## src/hdl/sc1a_pkg.sv

```systemverilog
// sc1a_pkg: shared types, scancode constants and the three character roms
// for the set-1 scancode to ascii translator.
// No dependencies.
`timescale 1ns / 1ps

package sc1a_pkg;

	// raw byte codes
	localparam logic [7:0] PREFIX_BYTE = 8'hE0;
	localparam int         RELEASE_BIT = 7;
	localparam logic [6:0] KEY_LSHIFT  = 7'h2A;
	localparam logic [6:0] KEY_RSHIFT  = 7'h36;
	localparam logic [6:0] KEY_CAPS    = 7'h3A;
	localparam logic [6:0] KEY_ALT     = 7'h38;
	localparam logic [6:0] CH_ESC      = 7'h1B;
	localparam logic [6:0] CH_NONE     = 7'h00;

	// keyboard modifier state carried between items
	typedef struct packed {
		logic shift_held;
		logic caps_on;
		logic altgr_held;
		logic prefix_seen;
	} kbd_flags_t;

	// outcome of decoding one scancode item
	typedef struct packed {
		kbd_flags_t flags;
		logic       emit;
		logic [6:0] ch;
	} decode_t;

	// unshifted map
	function automatic logic [6:0] rom_normal(input logic [6:0] key);
		logic [6:0] c;
		case (key)
			7'h01: c = CH_ESC;
			7'h02: c = 7'h31;
			7'h03: c = 7'h32;
			7'h04: c = 7'h33;
			7'h05: c = 7'h34;
			7'h06: c = 7'h35;
			7'h07: c = 7'h36;
			7'h08: c = 7'h37;
			7'h09: c = 7'h38;
			7'h0A: c = 7'h39;
			7'h0B: c = 7'h30;
			7'h0C: c = 7'h27;
			7'h0E: c = 7'h08;
			7'h0F: c = 7'h09;
			7'h10: c = 7'h71;
			7'h11: c = 7'h77;
			7'h12: c = 7'h65;
			7'h13: c = 7'h72;
			7'h14: c = 7'h74;
			7'h15: c = 7'h79;
			7'h16: c = 7'h75;
			7'h17: c = 7'h69;
			7'h18: c = 7'h6F;
			7'h19: c = 7'h70;
			7'h1A: c = 7'h60;
			7'h1B: c = 7'h2B;
			7'h1C: c = 7'h0A;
			7'h1E: c = 7'h61;
			7'h1F: c = 7'h73;
			7'h20: c = 7'h64;
			7'h21: c = 7'h66;
			7'h22: c = 7'h67;
			7'h23: c = 7'h68;
			7'h24: c = 7'h6A;
			7'h25: c = 7'h6B;
			7'h26: c = 7'h6C;
			7'h27: c = 7'h6E;
			7'h2B: c = 7'h63;
			7'h2C: c = 7'h7A;
			7'h2D: c = 7'h78;
			7'h2E: c = 7'h63;
			7'h2F: c = 7'h76;
			7'h30: c = 7'h62;
			7'h31: c = 7'h6E;
			7'h32: c = 7'h6D;
			7'h33: c = 7'h2C;
			7'h34: c = 7'h2E;
			7'h35: c = 7'h2D;
			7'h39: c = 7'h20;
			7'h56: c = 7'h3C;
			default: c = CH_NONE;
		endcase
		return c;
	endfunction

	// shifted map
	function automatic logic [6:0] rom_shift(input logic [6:0] key);
		logic [6:0] c;
		case (key)
			7'h01: c = CH_ESC;
			7'h02: c = 7'h21;
			7'h03: c = 7'h22;
			7'h05: c = 7'h24;
			7'h06: c = 7'h25;
			7'h07: c = 7'h26;
			7'h08: c = 7'h2F;
			7'h09: c = 7'h28;
			7'h0A: c = 7'h29;
			7'h0B: c = 7'h3D;
			7'h0C: c = 7'h3F;
			7'h0E: c = 7'h08;
			7'h0F: c = 7'h09;
			7'h10: c = 7'h51;
			7'h11: c = 7'h57;
			7'h12: c = 7'h45;
			7'h13: c = 7'h52;
			7'h14: c = 7'h54;
			7'h15: c = 7'h59;
			7'h16: c = 7'h55;
			7'h17: c = 7'h49;
			7'h18: c = 7'h4F;
			7'h19: c = 7'h50;
			7'h1A: c = 7'h5E;
			7'h1B: c = 7'h2A;
			7'h1C: c = 7'h0A;
			7'h1E: c = 7'h41;
			7'h1F: c = 7'h53;
			7'h20: c = 7'h44;
			7'h21: c = 7'h46;
			7'h22: c = 7'h47;
			7'h23: c = 7'h48;
			7'h24: c = 7'h4A;
			7'h25: c = 7'h4B;
			7'h26: c = 7'h4C;
			7'h2C: c = 7'h5A;
			7'h2D: c = 7'h58;
			7'h2E: c = 7'h43;
			7'h2F: c = 7'h56;
			7'h30: c = 7'h42;
			7'h31: c = 7'h4E;
			7'h32: c = 7'h4D;
			7'h33: c = 7'h3B;
			7'h34: c = 7'h3A;
			7'h35: c = 7'h5F;
			7'h39: c = 7'h20;
			7'h56: c = 7'h3E;
			default: c = CH_NONE;
		endcase
		return c;
	endfunction

	// altgr map
	function automatic logic [6:0] rom_altgr(input logic [6:0] key);
		logic [6:0] c;
		case (key)
			7'h02: c = 7'h7C;
			7'h03: c = 7'h40;
			7'h04: c = 7'h23;
			7'h05: c = 7'h7E;
			7'h1A: c = 7'h5B;
			7'h1B: c = 7'h5D;
			7'h28: c = 7'h7B;
			7'h29: c = 7'h5C;
			7'h2B: c = 7'h7D;
			default: c = CH_NONE;
		endcase
		return c;
	endfunction

endpackage

```

## src/hdl/sc1a_decode.sv

```systemverilog
// sc1a_decode: combinational decode of one scancode byte against the
// current modifier flags. Gives the next flags and the character, if any.
// Depends on sc1a_pkg.
`timescale 1ns / 1ps

module sc1a_decode
	import sc1a_pkg::*;
(
	input  logic [7:0] code,
	input  kbd_flags_t flags,
	output decode_t    dec
);

	logic [6:0] key;
	logic       rel;
	logic [6:0] c_normal;
	logic [6:0] c_shift;
	logic [6:0] c_sel;

	assign key = code[6:0];
	assign rel = code[RELEASE_BIT];

	// rom lookups with caps applied to letters
	always_comb begin
		c_normal = rom_normal(key);
		c_shift  = rom_shift(key);
		if (flags.caps_on && c_normal >= 7'h61 && c_normal <= 7'h7A) begin
			c_normal = c_normal ^ 7'h20;
		end
		if (flags.caps_on && c_shift >= 7'h41 && c_shift <= 7'h5A) begin
			c_shift = c_shift ^ 7'h20;
		end
		if (flags.altgr_held) begin
			c_sel = rom_altgr(key);
		end else if (flags.shift_held) begin
			c_sel = c_shift;
		end else begin
			c_sel = c_normal;
		end
	end

	// flag updates and emit decision
	always_comb begin
		dec.flags = flags;
		dec.emit  = 1'b0;
		dec.ch    = c_sel;
		if (code == PREFIX_BYTE) begin
			dec.flags.prefix_seen = 1'b1;
		end else begin
			dec.flags.prefix_seen = 1'b0;
			if (key == KEY_LSHIFT || key == KEY_RSHIFT) begin
				dec.flags.shift_held = ~rel;
			end else if (key == KEY_ALT) begin
				if (flags.prefix_seen) begin
					dec.flags.altgr_held = ~rel;
				end
			end else if (!rel) begin
				if (key == KEY_CAPS) begin
					dec.flags.caps_on = ~flags.caps_on;
				end else begin
					dec.emit = (c_sel != CH_NONE);
				end
			end
		end
	end

endmodule

```

## src/hdl/scancode_set1_to_ascii.sv

```systemverilog
// scancode_set1_to_ascii: top level of the set-1 scancode to ascii translator.
// Depends on sc1a_pkg and sc1a_decode.
`timescale 1ns / 1ps

// Takes one raw set-1 scancode byte per item and gives at most one 7-bit
// ascii character per item (Spanish layout, with shift, caps lock and AltGr).
// Prefix bytes, modifier keys, releases and keys with no character give no
// output item. Each item passes an input register, then flag update and rom
// lookup into the output register, so a byte can be taken every cycle unless
// the input side is held off, and its character is offered on the output
// from the output register. The input side is held off only while a character
// waits, stalled, in the output register and the byte in the input register
// also gives a character.
module scancode_set1_to_ascii
	import sc1a_pkg::*;
(
	input  logic       clk,
	input  logic       arst_n,
	input  logic       scan_valid,
	output logic       scan_stall,
	input  logic [7:0] scan_code,
	output logic       char_valid,
	input  logic       char_stall,
	output logic [6:0] ascii_char
);

	logic       valid_s1;
	logic [7:0] code_s1;
	kbd_flags_t flags_q;
	decode_t    dec;
	logic       out_free;
	logic       go_s1;
	logic       valid_s2;
	logic [6:0] char_s2;

	// input register
	always_ff @(posedge clk or negedge arst_n) begin
		if (!arst_n) begin
			valid_s1 <= 1'b0;
		end else if (!scan_stall) begin
			valid_s1 <= scan_valid;
		end
	end

	always_ff @(posedge clk) begin
		if (scan_valid && !scan_stall) begin
			code_s1 <= scan_code;
		end
	end

	// decode against current modifier flags
	sc1a_decode u_decode (
		.code  (code_s1),
		.flags (flags_q),
		.dec   (dec)
	);

	// stage 1 moves on unless it has a character and the output is full
	assign out_free   = !valid_s2 || !char_stall;
	assign go_s1      = valid_s1 && (!dec.emit || out_free);
	assign scan_stall = valid_s1 && !go_s1;

	// modifier flags
	always_ff @(posedge clk or negedge arst_n) begin
		if (!arst_n) begin
			flags_q <= '0;
		end else if (go_s1) begin
			flags_q <= dec.flags;
		end
	end

	// output register
	always_ff @(posedge clk or negedge arst_n) begin
		if (!arst_n) begin
			valid_s2 <= 1'b0;
		end else if (out_free) begin
			valid_s2 <= go_s1 && dec.emit;
		end
	end

	always_ff @(posedge clk) begin
		if (out_free && go_s1 && dec.emit) begin
			char_s2 <= dec.ch;
		end
	end

	assign char_valid = valid_s2;
	assign ascii_char = char_s2;

endmodule

```

## config.mk

```make
export PLATFORM = sky130hd
export DESIGN_NAME = scancode_set1_to_ascii
export DESIGN_NICKNAME = d
export VERILOG_FILES = /design/src/hdl/sc1a_pkg.sv /design/src/hdl/sc1a_decode.sv /design/src/hdl/scancode_set1_to_ascii.sv
export SDC_FILE = /design/constraint.sdc
export NUM_CORES = 1
export LEC_CHECK = 0
export BUFFER_PORTS_ARGS = -buffer_cell sky130_fd_sc_hd__clkbuf_2
export CORE_MARGIN = 3
export CORE_UTILIZATION = 50
export CTS_CLUSTER_SIZE = 25
export DETAILED_ROUTE_END_ITERATION = 8
export PLACE_DENSITY = 0.68
export SLEW_MARGIN = 20
export SYNTH_ARGS = -nofsm -noshare
export SYNTH_HDL_FRONTEND = slang
export SYNTH_SLANG_ARGS = --single-unit
```

## constraint.sdc

```tcl
create_clock -name clk -period 6.6 [get_ports clk]
set_clock_uncertainty 0.15 [all_clocks]
set_input_delay 1.98 -clock clk [delete_from_list [all_inputs] [get_ports clk]]
set_output_delay 1.98 -clock clk [all_outputs]
set_load 0.03 [all_outputs]
```

==> results of run 1 <==
[flip-flops by register name, summed over array words and instances (netlist names), named ones only]
name and count:
ascii_char 7, char_valid 1, code_s1 8, flags_q 4, u_decode.c_normal 6, u_decode.c_shift 6, valid_s1 1
[report_power, final]
group | internal [mW] | switching (mW) | total (mW)
combinational | 0.106 | 0.186 | 0.292
clock | 0.113 | 0.0876 | 0.200
sequential | 0.255 | 0.0377 | 0.293
total | 0.474 | 0.311 | 0.785
[layout make-up]
type | instances | area, um2
Clock buffer | 5 | 68.8
Clock inverter | 3 | 43.8
Fill cell | 627 | 2910
Inverter | 16 | 62.6
Multi-Input combinational cell | 346 | 2340
Sequential cell | 35 | 881
Tap cell | 77 | 96.3
Timing Repair Buffer | 24 | 130
[routing by layer]
| metal | routed length (um) | part of all wire, % | GRT usage, % |
|---|---|---|---|
| met1 | 4650 | 40 | 38.7 |
| met3 | 1100 | 9.5 | 5.71 |
| met2 | 5230 | 45 | 46.6 |
| met5 | 0 | 0 | 0 |
| met4 | 583 | 5.0 | 15.3 |
[path summary, 6_finish.rpt]
kind                                               end  depth (start not counted)  slack, ps
max                                         scan_stall                          7       1540
min                             flags_q[2]$_DFFE_PN0P_                          1        400
max reg2reg                u_decode.c_shift[3]$_DFF_P_                         15       1610
min reg2reg                     flags_q[2]$_DFFE_PN0P_                          1        400
max in group asynchronous       flags_q[0]$_DFFE_PN0N_                          1       4810
min in group asynchronous       flags_q[3]$_DFFE_PN0P_                          1       1340
[per-stage QoR]
step | instances | hold slack, ps | util, % | total power, mW
global placement | 498 | 378 | 53.7 | 0.583
detailed placement | 498 | 392 | 53.7 | 0.580
finish | 506 | 405 | 55.5 | 0.785
CTS | 506 | 406 | 55.5 | 0.777
global route | 506 | 435 | 55.5 | 0.822
floorplan | 428 | 317 | - | 0.504
[placed cells by master, fill, tap and decap left out, types with 4 or more instances in the layout]
master    instances
inv_1            14
clkbuf_2         20
nand2b_1         12
o211ai_1          7
nand3_1           7
dfrtp_1           6
nor3_1           10
ha_1              8
o21ai_0          31
dfxtp_1          14
buf_4             4
o22ai_1           4
nand4_1           8
mux2_2            4
edfxtp_1         15
a21oi_1          31
nand2_1          44
o31ai_1           5
nor2b_1           5
or3_1             6
nor2_1           40
a211oi_1          6
mux2i_1          19
clkbuf_8          5
a221oi_1          5
a31oi_1          13
[cells by family (layout without fill, tap and decap cells)]
kind of cell	after synthesis	in the layout
DFF	35	35
buffers and inverters	47	48
muxes	28	28
and+or+nand+nor	163	163
adders and majority gates	8	8
AOI/OAI and AO/OA	145	145
xor gates and xnor gates	2	2
==> qor.yml, run 1 <==
logic_synthesis:
  ys_seq_elements: 35
  syn-num-nets: 448
  async_reset_ff_share_pct: 17.1
  yosysMostFrequentCell: "nand2_1"
  ys.flop_type: "edfxtp_1"
  synth-compound-area-share_pct: 29.7
  synth_edf_count: 15
  synth_area_leaders: "edfxtp_1 13%, dfxtp_1 8.1%, mux2i_1 5.5%"
  yosys_warnings: 0
  ys_types: 84
  yosysTopAreaCell: "edfxtp_1"
  synth_fa_ha_area_share_pct: 2.89
  synthXorXnorAreaFrac_pct: 0.506
  avgSynthCellArea_um2: 8.08
  ys_seq_area_share_pct: 25.5
  synth_top_family_by_area: "compound AO/OA/AOI/OAI gates"
  synth_top_area_share_pct: 13.0
  synth_mux_area_share_pct: 9.29
  synthTopCellsByCount: "44 x nand2_1, 40 x nor2_1, 31 x a21oi_1, 31 x o21ai_0, 19 x mux2i_1"
  synth-simple-area-share_pct: 25.2
  synthCells: 428
  netlist_area_um2: 3460
global_routing:
  grt_pass1_vias: 3239
  grt_max_degree: 35
  gr-usage-all-layers_pct: 29.7
  gr-total-overflow: 0
  grt_antenna_before_repair: 0
  grt_pass1_wl_um: 17900
cts:
  cts_sinks: 35
  postCtsSetupBuffers: 0
  numCtsBuffers: 5
  cts-root-buf: "clkbuf_8"
  holdBufCountCts: 0
  cts.path.max_buffers: 2
  clk_pin_slew_ps: 90
  cts_htree_levels: 2
  ctsResizeCount: 0
  cts_tree: "built"
  clk_latency_ps: 290
die:
  fp.dieW_um: 89.2
  core.rowCount: 29
  initial_core_util_pct: 53.0
  num_io_pins: 21
  fp.dieH_um: 89.2
  fp.coreArea_um2: 6530
  die-area_um2: 7950
timing:
  setup_ws_ps: 1540
  period_share_pct: 76.6
  finalHoldViolations: 0
  maxSlewHeadroom_pct: 22.1
  max_slew.worst_pin.slew_ps: 1160
  rsz0062_at_grt: "no"
  fmax_mhz: 198
  finalSetupTns_ps: 0
  fin_crit_ps: 5060
  maxSlewViolCount: 0
  setup_viol_count_final: 0
outcome:
  status: "finished, final reports clean"
final_layout:
  syn_to_final_growth_pct: 4.70
  antenna_cells: 0
  drive_gt1_share_pct: 13.8
  final_cell_area_um2: 3620
  nets: 448
critical_path:
  start_kind: "flip-flop"
  cp_max_fo: 23
  critPathLaunch: "code_s1[1]$_DFFE_PP_"
  end_kind: "primary output"
  path_cells: "nor2b_1, o21ai_1, a211o_1, nand4bb_4, o31ai_4, nor2_1, clkbuf_2"
  worst-path-buf-inv: 1
  crit_path_top_delay_cell: "edfxtp_1"
  critPathArrivalTime_ps: 2930
  reg2reg_from: "code_s1[1]$_DFFE_PP_"
  crit_required_ps: 4470
  path_class: "flip-flop to primary output"
  crit_family: "flip-flops"
  critical-path-max-stage-delay_ps: 870
worst_hold_path:
  hold_path_class: "flip-flop to flip-flop"
  hp-start: "flags_q[2]$_DFFE_PN0P_"
drt:
  first_pass_iters: 5
  drc: 0
  wirelength_um: 11600
  routed_via_density: 7.09
  num_vias: 3588
  avgRoutedWirePerCell_um: 22.9
  final_antenna_net_count: 0
  drt_iter0_markers: 292
run:
  max_cap_viol_count: 0
placed_design:
  place_area_um2: 3510
  place_ws_ps: 1420
  gp_congestion: 0.993
  post-dp-hpwl_um: 8270
  portBuffers: 20
pwr:
  p_leak_nw: 1.38
  p_per_area_nw_per_um2: 217
  irDropWorstVdd_v: 0.000104
Note: power is estimated with default switching activity, not from simulation.
==> inputs of run 2 (changes only) <==
--- a/config.mk
+++ b/config.mk
@@ -5,12 +5,13 @@
 export SDC_FILE = /design/constraint.sdc
 export NUM_CORES = 1
 export LEC_CHECK = 0
+export ABC_AREA = 1
 export BUFFER_PORTS_ARGS = -buffer_cell sky130_fd_sc_hd__clkbuf_2
 export CORE_MARGIN = 3
 export CORE_UTILIZATION = 50
 export CTS_CLUSTER_SIZE = 25
 export DETAILED_ROUTE_END_ITERATION = 8
-export PLACE_DENSITY = 0.68
+export PLACE_DENSITY = 0.71
 export SLEW_MARGIN = 20
 export SYNTH_ARGS = -nofsm -noshare
 export SYNTH_HDL_FRONTEND = slang
==> constraint.sdc (replaced) <==
create_clock -name clk -period 4.1 [get_ports clk]
set_clock_uncertainty 0.15 [all_clocks]
set_input_delay 1.23 -clock clk [delete_from_list [all_inputs] [get_ports clk]]
set_output_delay 1.23 -clock clk [all_outputs]
set_load 0.03 [all_outputs]
==> qor.yml, run 2 <==
outcome:
  status: "finished, final reports clean"
drt:
  avgRoutedWirePerCell_um: 14.5  # -37%
  wl_met1_um: 3400  # -27%
  drt_iter0_markers: 250  # -14%
  wirelength_um: 8050  # -30%
  wl_met3_um: 603  # -45%
  final_antenna_net_count: 0  # unchanged
  first_pass_iters: 5  # unchanged
  route.met2.wl_um: 3760  # -28%
  drc: 0  # unchanged
  routed_via_density: 5.54  # -22%
  num_vias: 3079  # -14%
  top_layer_used: "met4"
cts:
  ctsResizeCount: 0  # unchanged
  numCtsBuffers: 5  # unchanged
  holdBufCountCts: 0  # unchanged
  clk_latency_ps: 280  # about the same
  postCtsSetupBuffers: 0  # unchanged
  clk_pin_slew_ps: 70  # -20 ps
  cts-root-buf: "clkbuf_8"
  cts_sinks: 35  # unchanged
  cts.path.max_buffers: 2  # unchanged
  cts_tree: "built"
  cts_htree_levels: 2  # unchanged
final_layout:
  antenna_cells: 0  # unchanged
  fin_cells: 556  # +9.9%
  max_flop_register: "code_s1"
  largest_register_ffs: 8  # unchanged
  drive_gt1_share_pct: 14.3  # +0.50 points
  syn_to_final_growth_pct: 6.86
  mostFrequentLayoutCell: "nand2_1"
  final_cell_mix: "176 x nand2_1, 58 x nor2_1, 55 x nand3_1"
  n_fill_cell: 553  # -12%
  nets: 503  # +12%
timing:
  rsz0062_at_grt: "no"
  setup_ws_ps: 378  # -1170 ps
  finalHoldViolations: 0  # unchanged
  period_share_pct: 90.8
  fin_crit_ps: 3720
  max_slew.worst_pin.slew_ps: 554  # -609 ps
  fmax_mhz: 269
  finalSetupTns_ps: 0  # unchanged
  maxSlewHeadroom_pct: 62.9  # +41 points
  setup_viol_count_final: 0  # unchanged
  maxSlewViolCount: 0  # unchanged
logic_synthesis:
  synth_edf_count: 15  # unchanged
  avgSynthCellArea_um2: 6.35  # -21%
  ys_seq_area_share_pct: 29.6  # +4.2 points
  yosysTopAreaCell: "nand2_1"
  ys_types: 36  # -57%
  yosysMostFrequentCell: "nand2_1"
  synth_top_area_share_pct: 22.2  # +9.2 points
  ys_seq_elements: 35  # unchanged
  async_reset_ff_share_pct: 17.1  # unchanged
  synthTopCellsByCount: "176 x nand2_1, 58 x nor2_1, 55 x nand3_1"
  syn-num-nets: 488  # +8.9%
  synth_area_leaders: "nand2_1 22%, edfxtp_1 15%, dfxtp_1 9.4%"
  yosys_warnings: 0  # unchanged
  ys.flop_type: "edfxtp_1"
  synthCells: 468  # +9.3%
  netlist_area_um2: 2970  # -14%
run:
  max_cap_viol_count: 0  # unchanged
die:
  fp.coreArea_um2: 5640  # -14%
  initial_core_util_pct: 52.7  # -0.30 points
  fp.dieW_um: 83.1  # -6.8%
  num_io_pins: 21  # unchanged
  die-area_um2: 6900  # -13%
  fp.dieH_um: 83.1  # -6.8%
  core.rowCount: 27  # -6.9%
global_routing:
  gr-total-overflow: 0  # unchanged
  gr-usage-all-layers_pct: 23.6  # -6.1 points
  grt_antenna_before_repair: 0  # unchanged
  grt_pass1_wl_um: 13400  # -25%
  grt_pass1_vias: 2857  # -12%
  grt_max_degree: 20  # -43%
pwr:
  p_leak_nw: 1.68  # +21%
  irDropWorstVdd_v: 0.000182  # +75%
  p_per_area_nw_per_um2: 310  # +43%
critical_path:
  end_kind: "primary output"
  cp_max_fo: 12  # -48%
  path_class: "flip-flop to primary output"
  start_kind: "flip-flop"
  r2r_slack_ps: 380  # -1230 ps
  critPathArrivalTime_ps: 2340  # -590 ps
  crit_required_ps: 2720  # -1750 ps
placed_design:
  post-dp-hpwl_um: 6330  # -23%
  place_ws_ps: 439  # -977 ps
  gp_congestion: 1.03  # +3.8%
  portBuffers: 20  # unchanged
  dp.cells: 548  # +10%
worst_hold_path:
  hold_path_class: "flip-flop to flip-flop"
-- run 2: cell types whose count changed after synthesis, moves of 12 or more --
cell      before  now
nand2_1       44  176
nand3_1        7   55
o21ai_0       31    9
a21oi_1       31   11
nor2_1        40   58
inv_1         14   31
mux2i_1       19    3
a31oi_1       13    1
nand2b_1      12    0
-- run 2: cells by family (layout without fill, tap and decap cells) --
family / after synthesis / in the layout / share of synthesized area (%)
fa+ha+maj: 8 / 8 / 3.37
simple gates: 330 / 330 / 49.4
flops: 35 / 35 / 29.6
xor+xnor: 1 / 1 / 0.295
compound gates: 36 / 36 / 7.28
buf+inv: 55 / 71 / 8.97
mux: 3 / 3 / 1.01
-- run 2: report_power, final --
group	internal [mW]	switching (mW)
sequential	0.393	0.0246
clock	0.156	0.124
combinational	0.0878	0.197
-- run 2: layout make-up --
type | count | area (um2) | share of cell area [%]
multi-input combinational | 378 | 1820 | 57.4
sequential | 35 | 881 | 27.7
inverter | 40 | 150 | 4.73
timing repair buffer | 23 | 123 | 3.86
clock buffer | 6 | 93.8 | 2.96
tap | 72 | 90.1 | 2.84
clock inverter | 2 | 13.8 | 0.433
-- run 2: critical path, stage by stage (launching register included) --
cell and delay, ps:
edfxtp_1 530, inv_1 100, nand2_1 90, nor2_1 90, a32oi_1 240, nand2_1 110, a21oi_1 330, nand4_4 280
inv_1 110, clkbuf_2 200
-- run 2: worst paths after layout --
path                                         from                        endpoint  depth (start not counted)
max in group asynchronous                  arst_n          flags_q[3]$_DFFE_PN0P_                          1
max                          code_s1[0]$_DFFE_PP_                      scan_stall                          9
min in group asynchronous                  arst_n          flags_q[0]$_DFFE_PN0N_                          1
max reg2reg                  code_s1[0]$_DFFE_PP_  u_decode.c_shift[0]$_SDFF_PP0_                         18
min                        char_valid$_DFFE_PN0P_          char_valid$_DFFE_PN0P_                          2
min reg2reg                char_valid$_DFFE_PN0P_          char_valid$_DFFE_PN0P_                          2
-- run 2: routing by layer --
layer	track usage [%]	vias to the layer above
met5	0	-
li1	-	1537
met3	4.37	22
met2	38.6	160
met4	10.8	0
met1	30.0	1360
-- run 2: stage by stage --
step / hold slack [ps] / power [mW] / area (um2) / util, %
global placement: 338 / 0.704 / 3070 / 54.4
detailed placement: 374 / 0.703 / 3070 / 54.4
global route: 413 / 1.05 / 3180 / 56.3
floorplan: 313 / 0.639 / 2970 / -
finish: 374 / 0.983 / 3180 / 56.3
CTS: 391 / 0.985 / 3180 / 56.3
